--- config.mk ---
export PLATFORM = sky130hd
export DESIGN_NAME = vmd_median
export DESIGN_NICKNAME = d
export VERILOG_FILES = /design/src/rtl/core/vmd_pkg.sv /design/src/rtl/core/vmd_median.sv
export SDC_FILE = /design/constraint.sdc
export NUM_CORES = 1
export LEC_CHECK = 0
export BUFFER_PORTS_ARGS = -buffer_cell sky130_fd_sc_hd__buf_2
export CELL_PAD_IN_SITES_DETAIL_PLACEMENT = 1
export CELL_PAD_IN_SITES_GLOBAL_PLACEMENT = 1
export CORE_UTILIZATION = 44
export DETAILED_ROUTE_END_ITERATION = 12
export PLACE_DENSITY = 0.87
export SLEW_MARGIN = 40
export SYNTH_ARGS = -nofsm -noshare
export SYNTH_HDL_FRONTEND = slang
export SYNTH_SLANG_ARGS = --single-unit
export TNS_END_PERCENT = 30
--- constraint.sdc ---
create_clock -name vclk -period 8.3
set_input_delay 1.245 -clock vclk [all_inputs]
set_output_delay 1.245 -clock vclk [all_outputs]
set_load 0.005 [all_outputs]
--- src/rtl/core/vmd_pkg.sv ---
`default_nettype none

package vmd_pkg;

  localparam int MAX_WIDTH      = 4096;
  localparam int ADDR_BITS      = 12;
  localparam int SAMPLE_BITS    = 16;
  localparam int WIDTH_BITS     = 13;
  localparam int HEIGHT_BITS    = 16;
  localparam int FIFO_DEPTH     = 8;
  localparam int FIFO_PTR_BITS  = 3;
  localparam int FIFO_LVL_BITS  = 4;
  localparam int CFG_DATA_BITS  = 16;
  localparam int CFG_INDEX_BITS = 2;

  typedef logic signed [SAMPLE_BITS-1:0] sample_t;
  typedef logic [ADDR_BITS-1:0]          addr_t;
  typedef logic [FIFO_LVL_BITS-1:0]      level_t;

  typedef enum logic [CFG_INDEX_BITS-1:0] {
    REG_LINE_WIDTH   = 2'd0,
    REG_FRAME_HEIGHT = 2'd1,
    REG_CEILING      = 2'd2,
    REG_SKIP_ZERO    = 2'd3
  } reg_index_t;

  typedef struct packed {
    sample_t pixel_out;
    logic    end_of_run;
    logic    end_of_frame;
  } result_t;

  typedef struct packed {
    sample_t older;
    sample_t newer;
  } line_pair_t;

  localparam logic [WIDTH_BITS-1:0]  LINE_WIDTH_RST   = 13'd256;
  localparam logic [HEIGHT_BITS-1:0] FRAME_HEIGHT_RST = 16'd256;
  localparam sample_t                CEILING_RST      = 16'sd32650;

endpackage

`default_nettype wire

--- src/rtl/core/vmd_median.sv ---
`default_nettype none

module vmd_median (
  input  vmd_pkg::sample_t above,
  input  vmd_pkg::sample_t centre,
  input  vmd_pkg::sample_t below,
  input  vmd_pkg::sample_t ceiling,
  input  wire              skip_zero,
  input  wire              border,
  output vmd_pkg::sample_t result
);
  import vmd_pkg::*;

  logic    ea, eb, ec;
  sample_t min_ab, max_ab, max_ac, max_bc, med;

  always_comb begin
    ea = (above < ceiling) && !(skip_zero && above == '0);
    eb = (centre < ceiling) && !(skip_zero && centre == '0);
    ec = (below < ceiling) && !(skip_zero && below == '0);

    min_ab = (above < centre) ? above : centre;
    max_ab = (above < centre) ? centre : above;
    max_ac = (above > below) ? above : below;
    max_bc = (centre > below) ? centre : below;
    // median of three = max(min(a,b), min(max(a,b),c))
    med = (max_ab < below) ? max_ab : below;
    med = (min_ab > med) ? min_ab : med;

    if (border) begin
      result = centre;
    end else if (ea && eb && ec) begin
      result = med;
    end else if (ea && eb) begin
      result = max_ab;
    end else if (ea && ec) begin
      result = max_ac;
    end else if (eb && ec) begin
      result = max_bc;
    end else begin
      result = centre;
    end
  end

endmodule

`default_nettype wire

Yosys cells after proc, flatten, opt, wreduce, memory -nomap -nowiden
Index checks and enable logic that the tools add are counted.
Cells by class
  $mul: 0
  bitwise operators: 0
  eq/ne operators: 0
  $lt $le $gt $ge: 8
  reduce and logical (&&, ||, !) cells: 16
  div/mod/pow operators: 0
  shift-type cells: 0
  muxes and demuxes: 11
  add/subtract/negate cells: 0
Operators with widths (count)
  $mux 16: 11
  $lt 16x16->1: 5
  $gt 16x16->1: 3
  $logic_not 16->1: 3
  $logic_and 1x1->1: 10
  $logic_not 1->1: 3
Storage, ports and cells
  RAM bits: 0
  memories kept: 0
  bits in read-only memories: 0
  flip-flop bits (word level): 0
  bits in latches: 0
  logic and storage cells: 35

Logic depth before layout (Yosys ltp)
  word-level depth: 10
  mapped depth: 31
  mapped depth without buffers: 26

Worst setup path before layout
No wires, ideal clock.
  path kind: input to output
  from: input port centre[11]
  to: output port result[4]
  stages on the path: 30
  slack: 476 ps
  data arrival time: 6579 ps
  buffers on the path: 5
  cells stage by stage: inv_1 > ha_1 > a21oi_1 > o21ai_0 > a22oi_1 > nand2_4 > xnor2_4 > buf_6 > mux2_2 > ha_1 > a21o_1 > a21o_1 > a21oi_1 > nor2_1 > o22ai_1 > and3_1 > buf_6 > buf_2 > mux2i_1 > ha_1 > o21ai_0 > a21oi_1 > nor4_1 > o31ai_1 > a21oi_1 > a221oi_1 > clkbuf_1 > clkbuf_1 > a221oi_1 > o211ai_1
On the way
  word-level cells in the longest chain between the ends: 10
  elaborated cells on any way between the ends: 22
  classes of those cells: order compare: 5; mux: 10; reduce/logical: 7
RTL lines
  start, declared: line vmd_median.sv:5  | input vmd_pkg::sample_t centre,
  parallel branches: the longest is 8 deep, another holds $lt 16x16->1
  $mux 16 (*): line vmd_median.sv:32  | end else if (ea && eb && ec) begin
  $mux 16 (*): line vmd_median.sv:30  | if (border) begin
  end, declared: line vmd_median.sv:10  | output vmd_pkg::sample_t result
Every way passes the cells marked *.

Worst setup path in the final report
  from: input port centre[11]
  to: output port result[14]
The elaborated chain is that of the path after synthesis.

==> key figures <==
Run status
  – Status: complete, but fails checks
  – Failing checks: setup timing

Timing
  – Total negative slack: -4.420 ns
  – Least-Margin Pin Slew: 0.8693 ns
  – Final period util: 104.1%
  – Worst setup margin: -0.3443 ns
  – WHS: 2.972 ns
  – Fmax: 115.7 MHz
  – Final hold violations: 0
  – # setup viols final: 16
  – Slew Viols, Final: 0
  – Slew headroom: 41.60%
  – Crit path time final: 8.644 ns

Detailed routing
  – 1st-iter DRT viols: 631
  – WL final: 26610 um
  – Top layer in use: met4
  – Metal-1 WL: 9019 um
  – DR vias: 6620
  – Pre-antenna DRT Iters: 5
  – Wire length on met3: 2573 um
  – Vias per Instance: 7.356
  – Routed Antenna Nets: 0
  – Residual DRC: 0
  – Met2 Routed Length: 11930 um
  – Avg WL per Cell: 29.56 um

Global routing
  – Gr usage total: 39.64%
  – First-pass GRT wire length: 34070 um
  – Largest net degree at the start of global routing: 53
  – Number of global-route vias before repair: 6362
  – GR Overflow Total: 0
  – Initial antenna violation count: 0

Cells and area
  – N_diodes: 0
  – Final Util: 60.64%
  – Post-route design area: 6232 sq um
  – NumNets Final: 955
  – Fill count: 1303
  – P&R area growth vs syn: 33.93%
  – Layout cell share with drive strength beyond 1: 31.28%
  – CLK BUF: 0
  – FFs & Latches: 0
  – Register area: 0 sq um

Worst setup path
  – Slowest cell on the critical path: mux2_2
  – Worst Path Max Fanout: 13
  – WS Path Type: input pin to primary output
  – Critical Path RT: 7.05 ns
  – Setup crit end kind: primary output
  – Critical Path Start Type: input pin
  – Max incr delay on CP: 0.41 ns
  – Arr. time, crit path: 7.40 ns

Floorplanning
  – # IOs: 82
  – # rows: 37
  – Die Wd: 104.8 um
  – Die height: 104.8 um
  – Core area: 10280 sq um
  – Die ar.: 10990 sq um
  – Initial Util: 45.28%

Synth
  – Synth unique cells: 59
  – Top cell type's share of synthesized area: 33.07%
  – Largest cells by area after synthesis: ha_1 33%, inv_1 4.8%, a21oi_1 4.7%, mux2_2 4.4%, a32oi_1 4.1%
  – Post-synth top area cell: ha_1
  – Mean Syn Cell Area: 7.517 sq um
  – Commonest cells in the synthesized netlist: 123 x ha_1, 60 x inv_1, 49 x nand2_1
  – Most frequent cell after synthesis: ha_1
  – Syn Std Cell Area: 4653 sq um
  – Sequential area share after synthesis: 0%
  – Post-Syn Nets: 808
  – Synth Instances: 619
  – Synth warn: 0

Flow run
  – Maxcap violations: 0

Place
  – Final Wtd Congestion: 0.9627
  – Placed cell area: 5543 sq um
  – Port bufs: 82
  – DP HPWL: 17690 um

Power and ir drop
  – Leak: 3.085 nW
  – VDD IR max: 0.05583 mV
  – Power Total: 0.7755 mW
  – Power per cell area: 124.4 nW/um^2

Worst hold path
  – Hold WC Path Type: input pin to primary output

Clocking
  – CTS Hold Bufs: 0
## where the power goes
part           leakage (nW)  internal [mW]  switching [mW]
Sequential                0              0               0
Clock                     0              0               0
Combinational          3.09          0.337           0.438
## cell usage in the layout, fill, tap and decap left out, types with 12 or more instances in the layout
master,instances
nand3_1,22
ha_1,114
nor2_1,20
a21o_1,21
o21ai_0,22
buf_4,74
mux2_4,13
a32oi_1,21
nand2_1,49
nand4_1,15
o211ai_1,18
a21oi_1,39
and2_1,13
a221oi_2,12
mux2i_1,15
inv_1,58
buf_2,80
## area by class of cell
cell class	instances	area, sq um	area share [%]
Inverter	60	225.2	3.614
Multi-Input combinational cell	538	4684	75.17
Tap cell	136	170.2	2.730
Timing Repair Buffer	166	1152	18.49
## per-layer routing
metal,vias up,GRT usage (%)
met2,574,71.24
met3,259,3.993
met1,3078,44.19
met4,0,26.06
met5,-,0
li1,2709,-
## worst paths after layout
| kind | start | endpoint | slack [ns] | cells after the start |
|---|---|---|---|---|
| setup / recovery | centre[11] | result[14] | -0.34 | 31 |
| hold / removal | below[10] | result[10] | 2.97 | 4 |
## cells by family (layout without fill, tap and decap cells)
group | count (synthesis) | in the layout | share of synthesized area [%]
fa+ha+maj | 123 | 123 | 33.07
xor+xnor | 1 | 2 | 0.5916
compound gates | 197 | 197 | 29.77
mux | 37 | 37 | 8.873
simple gates | 179 | 179 | 20.38
buf+inv | 82 | 226 | 7.314
## critical path, delay by kind of cell
family	cells	cell delay, ns
and+or+nand+nor	9	1.76
AOI/OAI and AO/OA	8	1.63
buffers and inverters	8	1.07
adders and majority gates	3	0.98
muxes	2	0.53
xor gates and xnor gates	1	0.15
## what timing repair did
action                     CTS  global route
gates cloned                 1             0
resized for setup           10            65
setup endpoints to repair   16            16
pin swaps                    2            26
setup buffers                8            23
## metrics by stage
stage	instances	worst slack [ns]
global route	900	-0.6880
detailed placement	869	-0.6647
floorplan	619	0.4762
finish	900	-0.3443
global placement	869	-0.3484
CTS	878	0.002840
(Power assumes the default switching activity.)
