`config.mk`:
```
export PLATFORM = sky130hd
export DESIGN_NAME = vmd_out_fifo_flat
export DESIGN_NICKNAME = d
export VERILOG_FILES = /design/src/rtl/core/vmd_pkg.sv /design/src/rtl/core/vmd_if.sv /design/src/rtl/core/vmd_out_fifo.sv /design/src/flat_wrapper.sv
export SDC_FILE = /design/constraint.sdc
export NUM_CORES = 1
export LEC_CHECK = 0
export BUFFER_PORTS_ARGS = -buffer_cell sky130_fd_sc_hd__buf_2
export CELL_PAD_IN_SITES_DETAIL_PLACEMENT = 1
export CELL_PAD_IN_SITES_GLOBAL_PLACEMENT = 1
export CORE_UTILIZATION = 55
export DETAILED_ROUTE_END_ITERATION = 10
export GPL_TIMING_DRIVEN = 0
export PLACE_DENSITY = 0.87
export SYNTH_ARGS = -nofsm -noshare
export SYNTH_HDL_FRONTEND = slang
export SYNTH_SLANG_ARGS = --single-unit
export TNS_END_PERCENT = 30
```
`constraint.sdc`:
```
create_clock -name clk -period 3.9 [get_ports clk]
set_input_delay 0 -clock clk [delete_from_list [all_inputs] [get_ports clk]]
set_output_delay 0 -clock clk [all_outputs]
set_load 0.005 [all_outputs]
```
`src/rtl/core/vmd_pkg.sv`:
```
`default_nettype none

package vmd_pkg;

  localparam int MAX_WIDTH      = 4096;
  localparam int ADDR_BITS      = 12;
  localparam int SAMPLE_BITS    = 16;
  localparam int WIDTH_BITS     = 13;
  localparam int HEIGHT_BITS    = 16;
  localparam int FIFO_DEPTH     = 8;
  localparam int FIFO_PTR_BITS  = 3;
  localparam int FIFO_LVL_BITS  = 4;
  localparam int CFG_DATA_BITS  = 16;
  localparam int CFG_INDEX_BITS = 2;

  typedef logic signed [SAMPLE_BITS-1:0] sample_t;
  typedef logic [ADDR_BITS-1:0]          addr_t;
  typedef logic [FIFO_LVL_BITS-1:0]      level_t;

  typedef enum logic [CFG_INDEX_BITS-1:0] {
    REG_LINE_WIDTH   = 2'd0,
    REG_FRAME_HEIGHT = 2'd1,
    REG_CEILING      = 2'd2,
    REG_SKIP_ZERO    = 2'd3
  } reg_index_t;

  typedef struct packed {
    sample_t pixel_out;
    logic    end_of_run;
    logic    end_of_frame;
  } result_t;

  typedef struct packed {
    sample_t older;
    sample_t newer;
  } line_pair_t;

  localparam logic [WIDTH_BITS-1:0]  LINE_WIDTH_RST   = 13'd256;
  localparam logic [HEIGHT_BITS-1:0] FRAME_HEIGHT_RST = 16'd256;
  localparam sample_t                CEILING_RST      = 16'sd32650;

endpackage

`default_nettype wire

```
`src/rtl/core/vmd_if.sv`:
```
`default_nettype none


interface vmd_result_if;
  logic             valid;
  logic             ready;
  vmd_pkg::sample_t pixel_out;
  logic             end_of_run;
  logic             end_of_frame;

  modport source (output valid, output pixel_out, output end_of_run, output end_of_frame,
                  input ready);
  modport sink (input valid, input pixel_out, input end_of_run, input end_of_frame,
                output ready);
endinterface

`default_nettype wire

```
`src/rtl/core/vmd_out_fifo.sv`:
```
`default_nettype none

module vmd_out_fifo (
  input  wire               clk,
  input  wire               rst,
  input  wire [1:0]         wr_count,
  input  vmd_pkg::result_t  wr0,
  input  vmd_pkg::result_t  wr1,
  output vmd_pkg::level_t   level,
  vmd_result_if.source      results
);
  import vmd_pkg::*;

  result_t                  mem [FIFO_DEPTH];
  logic [FIFO_PTR_BITS-1:0] wr_ptr;
  logic [FIFO_PTR_BITS-1:0] rd_ptr;
  logic                     pop;
  result_t                  head;

  assign head                 = mem[rd_ptr];
  assign results.valid        = (level != '0);
  assign results.pixel_out    = head.pixel_out;
  assign results.end_of_run   = head.end_of_run;
  assign results.end_of_frame = head.end_of_frame;
  assign pop                  = results.valid && results.ready;

  always_ff @(posedge clk) begin
    if (wr_count != 2'd0) begin
      mem[wr_ptr] <= wr0;
    end
    if (wr_count == 2'd2) begin
      mem[wr_ptr + FIFO_PTR_BITS'(1)] <= wr1;
    end
  end

  always_ff @(posedge clk) begin
    if (rst) begin
      wr_ptr <= '0;
      rd_ptr <= '0;
      level  <= '0;
    end else begin
      wr_ptr <= wr_ptr + FIFO_PTR_BITS'(wr_count);
      rd_ptr <= rd_ptr + FIFO_PTR_BITS'(pop);
      level  <= level + FIFO_LVL_BITS'(wr_count) - FIFO_LVL_BITS'(pop);
    end
  end

endmodule

`default_nettype wire

```
`src/flat_wrapper.sv`:
```
// flat-port wrapper written by rule: the top's interface ports become plain ports
module vmd_out_fifo_flat import vmd_pkg::*;
  (clk, rst, wr_count, wr0, wr1, level, results_valid, results_pixel_out, results_end_of_run, results_end_of_frame, results_ready);
  vmd_result_if results_i ();
  input  wire clk;
  input  wire rst;
  input  wire [1:0] wr_count;
  input  vmd_pkg::result_t wr0;
  input  vmd_pkg::result_t wr1;
  output vmd_pkg::level_t level;
  output wire logic [$bits(results_i.valid)-1:0] results_valid;
  output wire logic [$bits(results_i.pixel_out)-1:0] results_pixel_out;
  output wire logic [$bits(results_i.end_of_run)-1:0] results_end_of_run;
  output wire logic [$bits(results_i.end_of_frame)-1:0] results_end_of_frame;
  input wire logic [$bits(results_i.ready)-1:0] results_ready;
  assign results_valid = results_i.valid;
  assign results_pixel_out = results_i.pixel_out;
  assign results_end_of_run = results_i.end_of_run;
  assign results_end_of_frame = results_i.end_of_frame;
  assign results_i.ready = results_ready;
  vmd_out_fifo u_core (.clk(clk), .rst(rst), .wr_count(wr_count), .wr0(wr0), .wr1(wr1), .level(level), .results(results_i));
endmodule
```
Word level (Yosys, flattened, before mapping)
Memory sizes are Yosys's and may differ from the RTL's. A register that Yosys moved wholly into a read port is not among the register bits.
Cells that the tools add are included.
Word-level totals
  register bits after elaboration: 10
  bits in latches: 0
  input port bits: 41
  word-level logic and storage cells: 18
  bits in read-only memories: 0
  memories: 1
  RAM bits: 144
Operators by class
  add/sub/neg operators: 5
  reduce and logical (&&, ||, !) cells: 3
  bitwise operators: 0
  divide/modulo/power cells: 0
  eq/ne operators: 1
  multiply operators: 0
  $lt $le $gt $ge: 0
  shift-type cells: 0
  multiplexer cells: 5
Memory list
  u_core.mem: depth 8, width 18, read ports 1, clocked after memory_dff 1, wr ports 2, RTL line vmd_out_fifo.sv:14  | result_t mem [FIFO_DEPTH];
Operators with widths (count)
  4-bit by 2-bit adder with 4-bit output: 1
  1-bit two-way mux: 4
  4-bit nonzero test: 1
  4-bit by 1-bit subtractor with 4-bit output: 1
  3-bit by 1-bit adder with 3-bit output: 1
  3-bit by 1-bit adder with 3-bit output, second input constant: 1
  3-bit by 2-bit adder with 3-bit output: 1
  3-bit two-way mux: 1
  2-bit == test, second input constant: 1
  2-bit nonzero test: 1
  1-bit logical AND: 1

Longest topological paths before layout
  depth in word-level cells: 4
  gate-level depth with buffers: 10
  mapped depth without buffers: 10

Least setup slack after synthesis
OpenSTA, ideal clock, no wires.
  path kind: flip-flop to flip-flop
  start point: reg u_core.wr_ptr[0]
  end point: mem u_core.mem[5][0] (netlist name) (enable)
  setup time: 418 ps
  setup slack: 1374 ps
  cell stages (with the launch flop): 6
  arrival time: 2108 ps
  path through: dfxtp_1 -> ha_1 -> nor4b_2 -> nand2_2 -> buf_2 -> o21ai_0
RTL lines
  start, declared: RTL line vmd_out_fifo.sv:15  | logic [FIFO_PTR_BITS-1:0] wr_ptr;
  start signal, assigned: RTL line vmd_out_fifo.sv:42  | wr_ptr <= wr_ptr + FIFO_PTR_BITS'(wr_count);
  end, declared: RTL line vmd_out_fifo.sv:14

==> impl_results.md <==
- Result of the run: complete, no violations
- Max-cap violations: 0
- Clk network pwr share: 0.354
- Crit Path Class: reg2reg
- Pwr per Cell Area: 513 nW/um^2
- H-tree Lvls: 4
- Cells on Worst Hold Path: 2
- Critical Path Sink: u_core.mem[2][11]
- Overflow after GRT: 0
- Clk pin slew, worst setup/hold paths: 0.07 ns
- Root buffer selected by CTS: sky130_fd_sc_hd__clkbuf_16
- Maximum count of clock buffers along a single path: 2
- Category of the worst setup path launch point: flop
- Worst Path Arrival: 3.55 ns
- Min Tclk post-route: 3.38 ns
- Final design area excluding fillers: 9560 sq um
- PortBufs: 63
- Initial core utilization: 0.563
- Number of global-route vias before repair: between 5k and 6k
- Fraction of final layout cells sized beyond drive strength 1: 0.564
- Net count of the mapped netlist: ~500
- Setup repair after global routing missed its margin: no
- Diodes inserted: 0
- Sequential area share after synthesis: 0.579
- Warning count from the yosys run: 0
- Cell internal power dissipation: 3590 uW
- Detailed-route via count: 4911
- Final setup skew: 0.0104 ns
- Number of antenna violations at the first check in global routing: 0
- Logic gate share of total power: 0.227
- Via density: 6.38
- Highest attainable clock frequency: 0.296 GHz
- Post-detailed-placement cell area: 8540 sq um
- DRT iter0 DRCs: 484
- IO Pins: 64
- Actual slew at the worst max-slew pin: 0.962 ns
- Share of the cycle needed by the critical path after routing: 0.866
- Pin count of the biggest net entering global routing: 17
- CTS tree: built
- Placer's final routability congestion estimate: 0.748
- Met3 demand-to-capacity share in global routing: 0.0799
- CP endpoint kind: flop
- R2r worst-path depth: 6
- First-pass detailed-route iteration total: 6
- Number of hold violations in the final report: 0
- Max Fanout on Critical Path: 10
- Die Span Y: 121 microns
- Reg-to-reg critical path startpoint: u_core.wr_ptr[1]
- Switching fraction of total power: 0.267
- Met2 global-route usage: 0.553
- Endpoints failing setup: 0
- Worst reg-to-reg setup slack: 0.52 ns
- Busiest metal layer after global routing: met2
- Setup bufs post-CTS: 0
- Remaining routing DRC violations: 0
- Mean routed wirelength per cell: slightly above 30 microns
- Switching power of the nets: 1310 uW
- Netlist area before placement: about 7800 sq um
- Die footprint: around 15000 sq um
- Crit. Startpoint: u_core.wr_ptr[1]
- Final net count: 628
- Critical Path RT: 4.07 ns
- Clock Latency Late Sink: 0.43 ns
- Remaining antenna violation count after routing: 0
- IR drop worst, VDD: approximately 0.32 mV
- Area of the core: 13900 sq um
- Cells after synthesis: ~440
- Final wirelength: 23600 microns
- Met1 routing resource usage after global routing: 0.459
- Max transition margin: 0.359
- Area Overhead vs Synth: 22.4%
- Setup_tns: 0 ns
- Std cell rows: 43
- Gr usage total: 0.348
- Type of the tightest min-delay check: in2reg
- Floorplan die width: 121 microns
- Reg2Reg Capture Point: u_core.mem[2][11]
- Clock buffers created by TritonCTS: 17
- Leakage power of the design: 0.00334 uW
- Sequential share of power: 0.419
- Number of slew-limit violations in the final report: 0
- Synthesized flop and latch total: ~150
- Wire length of the first global-routing pass: approximately 35000 microns
- HPWL after DPL: 12700 microns
- Post-synth cell types: 38
- Sinks on Clock Net: 154
- Post-Syn Area per Cell: ~18 sq um
sequential cells by signal, indices dropped and copies added, names as in the netlist:
name / count
u_core.mem: 144
u_core.wr_ptr: 3
u_core.rd_ptr: 3
u_core.level: 4
what timing repair did:
item	4_1_cts	5_1_grt
hold endpoints to repair	95	0
resized for setup	0	0
hold buffers	43	0
synth_stat cells, drive strengths merged:
library cell  count  area share
a21oi             2      0.0013
a31o              1      0.0011
and3              1     0.00080
and4bb            1      0.0016
buf              14       0.011
clkbuf            6      0.0029
dfxtp            10       0.026
edfxtp          144        0.55
fa                2      0.0051
ha                8       0.013
inv               9      0.0043
mux2            163        0.24
mux2i             1      0.0013
mux4             36        0.10
nand2             7      0.0046
nand2b            2      0.0016
nand3             3      0.0032
nand4b            1      0.0011
nor2             10      0.0054
nor2b             4      0.0032
nor3b             1     0.00096
nor4b             1      0.0019
o21ai             5      0.0032
o21bai            1     0.00096
o22ai             2      0.0016
o31ai             2      0.0019
or2               1     0.00080
or3b              1      0.0011
xnor2             2      0.0032
xor2              3      0.0043
how the worst min path moves through the flow:
| stage | endpoint | slack, ns | from |
|---|---|---|---|
| finish | u_core.mem[3][14] | 0.009 | wr1[14] |
| global route | u_core.mem[0][4] | 0.002 | wr1[4] |
| CTS | u_core.mem[0][4] | 0.0003 | wr1[4] |
| detailed placement | u_core.mem[6][12] | 0.40 | wr0[12] |
| global placement | u_core.rd_ptr[0] | 0.38 | rst |
| floorplan | u_core.mem[2][10] | 0.22 | wr0[10] |
layout by cell type (no fill, tap or decap), types with 2 or more instances in the layout:
cell                            count
sky130_fd_sc_hd__fa_1               2
sky130_fd_sc_hd__nor2_2             2
sky130_fd_sc_hd__dlygate4sd3_1     43
sky130_fd_sc_hd__nor2_1             8
sky130_fd_sc_hd__o21ai_2            4
sky130_fd_sc_hd__edfxtp_1         144
sky130_fd_sc_hd__nand3_2            2
sky130_fd_sc_hd__inv_1              9
sky130_fd_sc_hd__o22ai_2            2
sky130_fd_sc_hd__dfxtp_1           10
sky130_fd_sc_hd__clkbuf_16         17
sky130_fd_sc_hd__ha_1               8
sky130_fd_sc_hd__xor2_1             2
sky130_fd_sc_hd__mux2_2           163
sky130_fd_sc_hd__buf_6              2
sky130_fd_sc_hd__clkinv_2           6
sky130_fd_sc_hd__bufinv_16          4
sky130_fd_sc_hd__buf_4              3
sky130_fd_sc_hd__clkbuf_1          11
sky130_fd_sc_hd__mux4_2            36
sky130_fd_sc_hd__buf_8              7
sky130_fd_sc_hd__nand2_1            3
sky130_fd_sc_hd__buf_2             71
sky130_fd_sc_hd__nand2_2            4
sky130_fd_sc_hd__o31ai_4            2
sky130_fd_sc_hd__a21oi_1            2
sky130_fd_sc_hd__nand2b_1           2
sky130_fd_sc_hd__nor2b_1            4
final cells by class:
cell class,instances,area (sq um)
Timing Repair Buffer,114,878
Sequential cell,154,4520
Inverter,9,33.8
Clock inverter,10,150
Buffer,20,111
Fill cell,1210,4320
Clock buffer,22,444
Multi-Input combinational cell,261,3200
Tap cell,180,225
routing by layer:
layer / vias up / wire length [microns] / share of wire
li1: 2061 / - / -
met1: 2571 / 9510 / 0.40
met2: 223 / 11800 / 0.50
met3: 56 / 1530 / 0.065
met4: 0 / 786 / 0.033
met5: - / 0 / 0
stage by stage:
stage | power [uW] | worst slack [ns] | instances | hold WS [ns] | utilization
floorplan | 2700 | 1.37 | 444 | 0.220 | -
global placement | 3010 | -0.104 | 687 | 0.385 | 0.602
detailed placement | 3110 | 1.08 | 695 | 0.400 | 0.615
CTS | 4880 | 0.585 | 770 | 0.000345 | 0.689
global route | 5040 | 0.417 | 770 | 0.00159 | 0.689
finish | 4910 | 0.523 | 770 | 0.00854 | 0.689
kinds of logic after synthesis:
| logic type | count (synthesis) | share of synthesized area |
|---|---|---|
| buffers and inverters | 29 | 0.0186 |
| DFF | 154 | 0.579 |
| adders and majority gates | 10 | 0.0179 |
| xor gates and xnor gates | 5 | 0.00753 |
| muxes | 200 | 0.340 |
| AOI/OAI and AO/OA | 13 | 0.0101 |
| and+or+nand+nor | 33 | 0.0264 |
power groups by stage:
stage	clock network, uW	logic (uW)	registers (uW)
after floorplan	0	636	2060
after global placement	0	937	2080
after detailed placement	0	1030	2080
after CTS	1730	1100	2050
after global routing	1790	1180	2070
final	1740	1110	2060
critical path, stage by stage, from the launching register on:
cell	delay (ns)
sky130_fd_sc_hd__dfxtp_1	0.42
sky130_fd_sc_hd__ha_1	0.45
sky130_fd_sc_hd__nand4b_1	0.29
sky130_fd_sc_hd__nor2_2	0.66
sky130_fd_sc_hd__buf_4	0.37
sky130_fd_sc_hd__mux2_2	0.36
sky130_fd_sc_hd__dlygate4sd3_1	0.56
No activity file was read; power rests on OpenSTA's default activity.
